File: src/hdl/fchf_pkg.sv
// Shared types, register indexes and reset constants for the framed command history filter.
package fchf_pkg;

    // Frame bytes and frame layout
    localparam int WindowLen      = 4;
    localparam int ByteW          = 8;
    localparam int LimitW         = 11;
    localparam int HistoryDepthDef = 5;

    // Reset values
    localparam logic [ByteW-1:0]  StartMarkerRst = 8'd5;
    localparam logic [ByteW-1:0]  EndMarkerRst   = 8'd6;
    localparam logic [LimitW-1:0] SignLowRst     = 11'd100;
    localparam logic [LimitW-1:0] SignHighRst    = 11'd400;
    localparam logic [ByteW-1:0]  SteerRst       = 8'd100;
    localparam logic [ByteW-1:0]  CollRst        = 8'd0;
    localparam logic [ByteW-1:0]  SignRst        = 8'd50;
    localparam logic [8:0]        SteerOffset    = 9'd100;

    // Sign class codes (2-bit two's complement)
    localparam logic [1:0] ClassMinus = 2'b11;
    localparam logic [1:0] ClassZero  = 2'b00;
    localparam logic [1:0] ClassPlus  = 2'b01;

    // Configuration register indexes
    typedef enum logic [1:0] {
        CFG_START_MARKER = 2'd0,
        CFG_END_MARKER   = 2'd1,
        CFG_SIGN_LOW     = 2'd2,
        CFG_SIGN_HIGH    = 2'd3
    } t_cfg_idx;

    // Frame hit and its payload bytes
    typedef struct packed {
        logic             hit;
        logic [ByteW-1:0] steer;
        logic [ByteW-1:0] coll;
        logic [ByteW-1:0] sign;
    } t_frame;

    // One result item
    typedef struct packed {
        logic [1:0]       sign_class;
        logic [ByteW-1:0] coll_avg_centi;
        logic [8:0]       steer_avg_centi;
    } t_result;

endpackage

File: src/hdl/fchf_frame_detect.sv
// Four-byte match window and frame detection.
module fchf_frame_detect
    import fchf_pkg::*;
(
    input  logic             i_clk,
    input  logic             i_rst_n,
    input  logic             i_advance,
    input  logic [ByteW-1:0] i_byte,
    input  logic [ByteW-1:0] i_start_marker,
    input  logic [ByteW-1:0] i_end_marker,
    output t_frame           o_frame
);

    logic [ByteW-1:0] r_win [WindowLen];

    // Detect a frame on the oldest byte and the incoming byte
    always_comb begin
        o_frame.hit   = (r_win[0] == i_start_marker) && (i_byte == i_end_marker);
        o_frame.steer = r_win[1];
        o_frame.coll  = r_win[2];
        o_frame.sign  = r_win[3];
    end

    // Shift the byte in, or clear the window once a frame is found
    always_ff @(posedge i_clk) begin
        if (!i_rst_n) begin
            for (int k = 0; k < WindowLen; k++) r_win[k] <= '0;
        end else if (i_advance) begin
            if (o_frame.hit) begin
                for (int k = 0; k < WindowLen; k++) r_win[k] <= '0;
            end else begin
                for (int k = 0; k < WindowLen - 1; k++) r_win[k] <= r_win[k+1];
                r_win[WindowLen-1] <= i_byte;
            end
        end
    end

    // A found frame leaves an empty window
    a_clear_after_hit: assert property (@(posedge i_clk) disable iff (!i_rst_n)
        i_advance && o_frame.hit |=> r_win[0] == '0 && r_win[3] == '0)
        else $error("window not cleared after frame");

endmodule

File: src/hdl/fchf_history.sv
// History rings with running sums, averages by reciprocal multiply and sign class.
module fchf_history
    import fchf_pkg::*;
#(
    parameter int HISTORY_DEPTH = HistoryDepthDef
) (
    input  logic              i_clk,
    input  logic              i_rst_n,
    input  logic              i_write,
    input  t_frame            i_frame,
    input  logic [LimitW-1:0] i_sign_low,
    input  logic [LimitW-1:0] i_sign_high,
    output t_result           o_result
);

    localparam int PtrW  = (HISTORY_DEPTH > 1) ? $clog2(HISTORY_DEPTH) : 1;
    localparam int SumW  = $clog2(255 * HISTORY_DEPTH + 1);
    localparam int Shift = SumW + 5;
    localparam int RecipW = Shift + 1;
    localparam longint Recip = ((64'd1 << Shift) + HISTORY_DEPTH - 1) / HISTORY_DEPTH;
    localparam int ProdW = SumW + RecipW;
    localparam int CmpW  = (SumW > LimitW) ? SumW : LimitW;
    localparam logic [RecipW-1:0] RecipC = RecipW'(Recip);
    localparam logic [SumW-1:0] SteerSumRst = SumW'(HISTORY_DEPTH * 100);
    localparam logic [SumW-1:0] SignSumRst  = SumW'(HISTORY_DEPTH * 50);

    logic [ByteW-1:0] r_steer [HISTORY_DEPTH];
    logic [ByteW-1:0] r_coll  [HISTORY_DEPTH];
    logic [ByteW-1:0] r_sign  [HISTORY_DEPTH];
    logic [PtrW-1:0]  r_ptr, n_ptr;
    logic [SumW-1:0]  r_steer_sum, n_steer_sum;
    logic [SumW-1:0]  r_coll_sum, n_coll_sum;
    logic [SumW-1:0]  r_sign_sum, n_sign_sum;
    logic [ProdW-1:0] steer_prod, coll_prod;
    logic [ByteW-1:0] steer_avg, coll_avg;
    logic [CmpW-1:0]  sign_cmp;

    // Swap the oldest entry for the new byte in each running sum
    always_comb begin
        n_steer_sum = r_steer_sum - SumW'(r_steer[r_ptr]) + SumW'(i_frame.steer);
        n_coll_sum  = r_coll_sum  - SumW'(r_coll[r_ptr])  + SumW'(i_frame.coll);
        n_sign_sum  = r_sign_sum  - SumW'(r_sign[r_ptr])  + SumW'(i_frame.sign);
        n_ptr       = (r_ptr == PtrW'(HISTORY_DEPTH - 1)) ? '0 : r_ptr + 1'b1;
    end

    // Floor divide by the depth through a reciprocal multiply
    always_comb begin
        steer_prod = ProdW'(n_steer_sum) * ProdW'(RecipC);
        coll_prod  = ProdW'(n_coll_sum) * ProdW'(RecipC);
        steer_avg  = steer_prod[Shift +: ByteW];
        coll_avg   = coll_prod[Shift +: ByteW];
        sign_cmp   = CmpW'(n_sign_sum);
    end

    // Form the result; low test goes first
    always_comb begin
        o_result.steer_avg_centi = {1'b0, steer_avg} - SteerOffset;
        o_result.coll_avg_centi  = coll_avg;
        if (sign_cmp < CmpW'(i_sign_low)) begin
            o_result.sign_class = ClassMinus;
        end else if (sign_cmp <= CmpW'(i_sign_high)) begin
            o_result.sign_class = ClassZero;
        end else begin
            o_result.sign_class = ClassPlus;
        end
    end

    // Write the rings and sums on each frame
    always_ff @(posedge i_clk) begin
        if (!i_rst_n) begin
            for (int k = 0; k < HISTORY_DEPTH; k++) begin
                r_steer[k] <= SteerRst;
                r_coll[k]  <= CollRst;
                r_sign[k]  <= SignRst;
            end
            r_ptr       <= '0;
            r_steer_sum <= SteerSumRst;
            r_coll_sum  <= '0;
            r_sign_sum  <= SignSumRst;
        end else if (i_write) begin
            r_steer[r_ptr] <= i_frame.steer;
            r_coll[r_ptr]  <= i_frame.coll;
            r_sign[r_ptr]  <= i_frame.sign;
            r_ptr          <= n_ptr;
            r_steer_sum    <= n_steer_sum;
            r_coll_sum     <= n_coll_sum;
            r_sign_sum     <= n_sign_sum;
        end
    end

    // Pointer stays inside the ring
    a_ptr_range: assert property (@(posedge i_clk) disable iff (!i_rst_n)
        r_ptr <= PtrW'(HISTORY_DEPTH - 1))
        else $error("history pointer out of range");

    // Pointer moves only on a frame write
    a_ptr_hold: assert property (@(posedge i_clk) disable iff (!i_rst_n)
        !i_write |=> $stable(r_ptr))
        else $error("history pointer moved without a frame");

endmodule

File: src/hdl/framed_command_history_filter.sv
// Top level: input register, frame detect, history update and result register.
// One received byte is taken per cycle unless a frame byte is held back: each item passes through the
// input register, where frame detection, the history update and both averages are done,
// and a frame's result then sits in the output register until taken. Bytes that complete
// no frame never wait on the output side; a frame byte waits only while a previous result
// is still held. There is no clearing pass: all history state comes out of reset valid.
// Output tdata holds steer_avg_centi [8:0] (signed), coll_avg_centi [16:9] and
// sign_class [18:17] (signed); the configuration port takes register index 0 start marker,
// 1 end marker, 2 sign low limit, 3 sign high limit.
module framed_command_history_filter
    import fchf_pkg::*;
#(
    parameter int HISTORY_DEPTH = HistoryDepthDef
) (
    input  logic              i_clk,
    input  logic              i_rst_n,
    // Input items
    input  logic              s_axis_tvalid,
    output logic              s_axis_tready,
    input  logic [7:0]        s_axis_tdata,   // [7:0] rx_byte
    // Result items
    output logic              m_axis_tvalid,
    input  logic              m_axis_tready,
    output logic [23:0]       m_axis_tdata,   // [8:0] steer_avg_centi, [16:9] coll_avg_centi,
                                              // [18:17] sign_class, [23:19] zero
    // Configuration writes
    input  logic              i_cfg_we,
    input  logic [1:0]        i_cfg_idx,
    input  logic [LimitW-1:0] i_cfg_wdata
);

    logic [ByteW-1:0]  r_start_marker, r_end_marker;
    logic [LimitW-1:0] r_sign_low, r_sign_high;
    logic              r_in_valid;
    logic [ByteW-1:0]  r_in_byte;
    logic              r_out_valid;
    t_result           r_out;
    t_frame            frame;
    t_result           result;
    logic              out_free;
    logic              fire;

    // Configuration registers
    always_ff @(posedge i_clk) begin
        if (!i_rst_n) begin
            r_start_marker <= StartMarkerRst;
            r_end_marker   <= EndMarkerRst;
            r_sign_low     <= SignLowRst;
            r_sign_high    <= SignHighRst;
        end else if (i_cfg_we) begin
            unique case (t_cfg_idx'(i_cfg_idx))
                CFG_START_MARKER: r_start_marker <= i_cfg_wdata[ByteW-1:0];
                CFG_END_MARKER:   r_end_marker   <= i_cfg_wdata[ByteW-1:0];
                CFG_SIGN_LOW:     r_sign_low     <= i_cfg_wdata;
                CFG_SIGN_HIGH:    r_sign_high    <= i_cfg_wdata;
                default:          ;
            endcase
        end
    end

    // Advance the held item unless its result would overrun a waiting one
    assign out_free      = !r_out_valid || m_axis_tready;
    assign fire          = r_in_valid && (!frame.hit || out_free);
    assign s_axis_tready = !r_in_valid || fire;

    // Input register
    always_ff @(posedge i_clk) begin
        if (!i_rst_n) begin
            r_in_valid <= 1'b0;
        end else if (s_axis_tready) begin
            r_in_valid <= s_axis_tvalid;
        end
    end

    always_ff @(posedge i_clk) begin
        if (s_axis_tvalid && s_axis_tready) begin
            r_in_byte <= s_axis_tdata;
        end
    end

    fchf_frame_detect u_detect (
        .i_clk          (i_clk),
        .i_rst_n        (i_rst_n),
        .i_advance      (fire),
        .i_byte         (r_in_byte),
        .i_start_marker (r_start_marker),
        .i_end_marker   (r_end_marker),
        .o_frame        (frame)
    );

    fchf_history #(
        .HISTORY_DEPTH (HISTORY_DEPTH)
    ) u_history (
        .i_clk       (i_clk),
        .i_rst_n     (i_rst_n),
        .i_write     (fire && frame.hit),
        .i_frame     (frame),
        .i_sign_low  (r_sign_low),
        .i_sign_high (r_sign_high),
        .o_result    (result)
    );

    // Result register: load on a frame, drop once taken
    always_ff @(posedge i_clk) begin
        if (!i_rst_n) begin
            r_out_valid <= 1'b0;
        end else if (fire && frame.hit) begin
            r_out_valid <= 1'b1;
        end else if (m_axis_tready) begin
            r_out_valid <= 1'b0;
        end
    end

    always_ff @(posedge i_clk) begin
        if (fire && frame.hit) begin
            r_out <= result;
        end
    end

    assign m_axis_tvalid = r_out_valid;
    assign m_axis_tdata  = {5'd0, r_out.sign_class, r_out.coll_avg_centi, r_out.steer_avg_centi};

    // A new result only follows a frame item leaving the input register
    a_result_source: assert property (@(posedge i_clk) disable iff (!i_rst_n)
        $rose(r_out_valid) |-> $past(r_in_valid && frame.hit))
        else $error("result without a frame");

    // A frame item never overwrites a result still waiting
    a_no_overrun: assert property (@(posedge i_clk) disable iff (!i_rst_n)
        r_out_valid && !m_axis_tready && fire |-> !frame.hit)
        else $error("pending result overwritten");

    // Sign class is never the unused code
    a_class_code: assert property (@(posedge i_clk) disable iff (!i_rst_n)
        r_out_valid |-> r_out.sign_class != 2'b10)
        else $error("bad sign class");

endmodule
File: config.mk
export PLATFORM = sky130hd
export DESIGN_NAME = framed_command_history_filter
export DESIGN_NICKNAME = d
export VERILOG_FILES = /design/src/hdl/fchf_pkg.sv /design/src/hdl/fchf_frame_detect.sv /design/src/hdl/fchf_history.sv /design/src/hdl/framed_command_history_filter.sv
export SDC_FILE = /design/constraint.sdc
export NUM_CORES = 1
export LEC_CHECK = 0
export BUFFER_PORTS_ARGS = -buffer_cell sky130_fd_sc_hd__buf_2
export CAP_MARGIN = 10
export CORE_MARGIN = 2
export CORE_UTILIZATION = 50
export CTS_CLUSTER_DIAMETER = 200
export DETAILED_ROUTE_END_ITERATION = 8
export PLACE_DENSITY_LB_ADDON = 0.12
export SLEW_MARGIN = 20
export SYNTH_ARGS = -nofsm -noshare
export SYNTH_HDL_FRONTEND = slang
export SYNTH_SLANG_ARGS = --single-unit
File: constraint.sdc
create_clock -name i_clk -period 12.4 [get_ports i_clk]
set_input_delay 2.48 -clock i_clk [delete_from_list [all_inputs] [get_ports i_clk]]
set_output_delay 2.48 -clock i_clk [all_outputs]
set_load 0.03 [all_outputs]
==> reports/metrics.sh <==
FINALSETUPVIOLCOUNT=0
CP.BUFFERS_INVERTERS=4
FINALHOLDVIOLCOUNT=0
DRIVE_GT1_SHARE_PCT=13.2
POST_CTS_RESIZED=0
LAYER_WITH_THE_HIGHEST_USAGE_AFTER_GLOBAL_ROUTING='met2'
MIN_PATH_TYPE='reg2reg'
WORSTSETUPPATHTYPE='reg2reg'
SYNTH-SEQ-AREA-SHARE_PCT=46.0
GLOBALROUTEMET3UTIL_PCT=2.50
TIMING_LIMITED_MAXIMUM_FREQUENCY_MHz=108
MAXIMUM_NET_FANOUT_ON_THE_CRITICAL_PATH=33
NETLIST.TOP_CELL.BY_AREA='edfxtp_1'
CP-START-KIND='register'
CRITICAL_PATH_ENDPOINT_CATEGORY='register'
GRT_USE_MET1_PCT=26.4
MAX-CAP-VIOLATIONS=0
P_LEAK_nW=8.78
CTS_SINKS=330
CP_PEAK_STAGE_DELAY_NS=0.80
DESIGN.FINAL.NETS=2002
CTS.REPORTEDPATHS.CLKPINSLEW_NS=0.06
CP.REQUIRED_NS=12.70
START_UTIL_PCT=50.7
DP_HPWL_UM=29700
ANTENNA_DIODE_COUNT=0
FINAL_CORE_UTILIZATION_PCT=56.0
WORSTPATHARRIVAL_NS=9.60
DETAIL_ROUTE.VIAS_PER_CELL=5.39
CLOCK_INSERTION_DELAY_WORST_SKEW_NS=0.57
FINALHOLDWORSTSLACK_NS=0.455
SYN_INST=1667
VIAS=12200
GRT_PASS1_WL_UM=69100
INSTANCES_NO_FILL=2257
CTS_MAX_LEVEL=2
GP_ROUTABILITY_CONGESTION=0.855
GRTUSAGETOTAL_PCT=21.9
ROUTE.DETAILED.DRC=0
CPMOSTUSEDCELL='fa_1'
FIRST_GLOBAL_VIAS=12800
POSTSYNTHREGISTERBITS=330
ROWS=72
CTS.PATH.MAX_BUFFERS=3
GRT_OVERFLOW_TOTAL=0
FINALPOWER_W=0.00533
SYNTH.CELL_AREA_UM2=19600
POST-ROUTE-PERIOD-UTIL_PCT=75.0
OUTCOME='finished clean'
ROUTE.DETAILED.WL_PER_INST_UM=19.4
FINAL_MAX_SLEW_VIOL_COUNT=0
POSTROUTEANTENNANETS=0
TIMING.CRITICAL_PATH.SLOWEST_STAGE_CELL='dfxtp_4'
DIE_H_UM=202
SYNTHFLOPTYPE='edfxtp_1'
POSTCTSHOLDBUFS=0
DIE-WIDTH_UM=202
CTS_POST_SETUP_BUFFERS_INSERTED=0
COREAREA_UM2=38700
FIN_SKEW_NS=0.0293
SYNTHTOPCELLSBYAREA='edfxtp_1 37%, ha_1 12%, dfxtp_1 8.9%'
PIN_COUNT=52
RELSLEWSLACK_PCT=31.3
SYNTHDISTINCTLIBCELLS=65
SETUP-TNS-FINAL_NS=0
TRITONCTS='done'
POSTSYNTHAREAPERCELL_UM2=11.8
CP_TOP_DELAY_FAMILY='adder cells'
CTS.ROOT.BUFFER_CELL='clkbuf_16'
ANTENNA_FOUND_INITIAL=0
ASYNC_RESET_FF_SHARE_PCT=0
SYNTH-EDFF-COUNT=243
FINALWIRELENGTH_UM=43700
YOSYSTOPAREACELLSHARE_PCT=37.2
FINALCRITICALPERIOD_NS=9.30
POWER.DENSITY_nW_PER_UM2=246
IO_BUFFERS=46
GR-USAGE-MET2_PCT=40.4
LARGEST_NET_DEGREE_AT_THE_START_OF_GLOBAL_ROUTING=71
VDD_IR_DROP_MAX_mV=0.232
DETAIL_ROUTE.FIRST_PASS.ITERATIONS=5
SYNTHESIS.YOSYS.WARNINGS=0
DETAILEDROUTE.FIRSTITERATIONVIOLATIONS=570
CTS_MADE_BUFFERS=38
NUMPLACEDINSTANCES=2187
DESIGN.DIE.AREA_UM2=40900
SETUP_REPAIR_AFTER_GLOBAL_ROUTING_MISSED_ITS_MARGIN='false'
SYN2LAYOUT_AREA_GROWTH_PCT=10.5
WORST-SLEW-PIN-TRANSITION_NS=1.03
## kinds of logic (layout without fill, tap and decap cells)
family          after synthesis  count (layout)  share of synthesized area (%)
simple gates                405             405                           10.4
flops                       330             330                           46.0
xor+xnor                     66              66                           2.98
other cells                   1               5                         0.0191
mux                          92              92                           7.90
fa+ha+maj                   268             268                           20.4
buf+inv                     320             388                           6.25
compound gates              185             185                           6.05
## registers in the layout, indices dropped and copies added (netlist names), named ones only
| register | flops |
|---|---|
| r_end_marker | 8 |
| m_axis_tdata | 19 |
| u_history.r_ptr | 3 |
| r_sign_low | 11 |
| r_in_valid | 1 |
| u_history.r_coll | 64 |
| u_history.r_sign_sum | 11 |
| r_start_marker | 8 |
| u_history.r_sign | 64 |
| u_detect.r_win | 32 |
| r_in_byte | 8 |
| u_history.r_steer | 64 |
| r_sign_high | 11 |
| m_axis_tvalid | 1 |
| u_history.r_coll_sum | 11 |
| u_history.r_steer_sum | 11 |
## Yosys cell counts, types with 12 or more instances
cell	number
a21o_1	19
a21oi_1	75
and2_1	58
buf_1	13
clkbuf_1	44
dfxtp_1	87
edfxtp_1	243
fa_1	86
ha_1	181
inv_1	250
mux2_2	24
mux2i_1	20
mux4_2	48
nand2_1	143
nand2b_1	12
nand3_1	14
nor2_1	54
nor3_1	46
nor4_1	33
o211ai_1	21
o21ai_0	16
xnor2_1	49
xor2_1	16
## power breakdown
| part | switching, W | internal, W |
|---|---|---|
| clock network | 0.000479 | 0.000630 |
| logic | 0.00162 | 0.00125 |
| registers | 0.0000170 | 0.00133 |
## metal layers
| metal | vias to the layer above | share of wire, % |
|---|---|---|
| li1 | 5895 | - |
| met3 | 79 | 3.4 |
| met5 | - | 0 |
| met4 | 0 | 3.3 |
| met1 | 5948 | 41 |
| met2 | 235 | 52 |
## layout by cell type (no fill, tap or decap), types with 24 or more instances in the layout
cell type | Yosys | routed
nand2_1 | 143 | 143
xnor2_1 | 49 | 49
and2_1 | 58 | 58
nor4_1 | 33 | 33
nor3_1 | 46 | 44
mux4_2 | 48 | 48
dfxtp_1 | 87 | 85
nor2_1 | 54 | 53
fa_1 | 86 | 86
a21oi_1 | 75 | 75
ha_1 | 181 | 181
mux2_2 | 24 | 24
clkbuf_16 | 0 | 38
edfxtp_1 | 243 | 243
buf_2 | 6 | 46
inv_1 | 250 | 250
## worst min-delay path, delay by kind of cell (launching register included)
kind	cells	cell delay (ns)
AOI/OAI and AO/OA	1	0.05
DFF	1	0.31
and+or+nand+nor	1	0.05
## layout make-up
| cell class | instances | area, um2 |
|---|---|---|
| fill | 3322 | 17100 |
| multi-input combinational | 1021 | 9430 |
| sequential | 330 | 9040 |
| clock buffer | 46 | 1000 |
| inverter | 252 | 946 |
| tap | 518 | 648 |
| timing repair buffer | 66 | 380 |
| clock inverter | 24 | 235 |
## path summary, 6_finish.rpt
kind	slack [ns]	to	start	cells past startpoint
hold / removal	0.46	r_sign_high[6]	r_sign_high[6]	2
setup reg to reg	3.10	m_axis_tdata[6]	register	29
hold reg to reg	0.46	r_sign_high[6]	r_sign_high[6]	2
setup / recovery	3.10	m_axis_tdata[6]	register	29
## through the flow
step	worst slack (ns)	instance area, um2
2_1_floorplan	3.58	19600
3_3_place_gp	3.23	20400
3_5_place_dp	3.06	20400
4_1_cts	3.03	21700
5_1_grt	2.57	21700
6_report	3.10	21700
No activity file was read; power rests on OpenSTA's default activity.
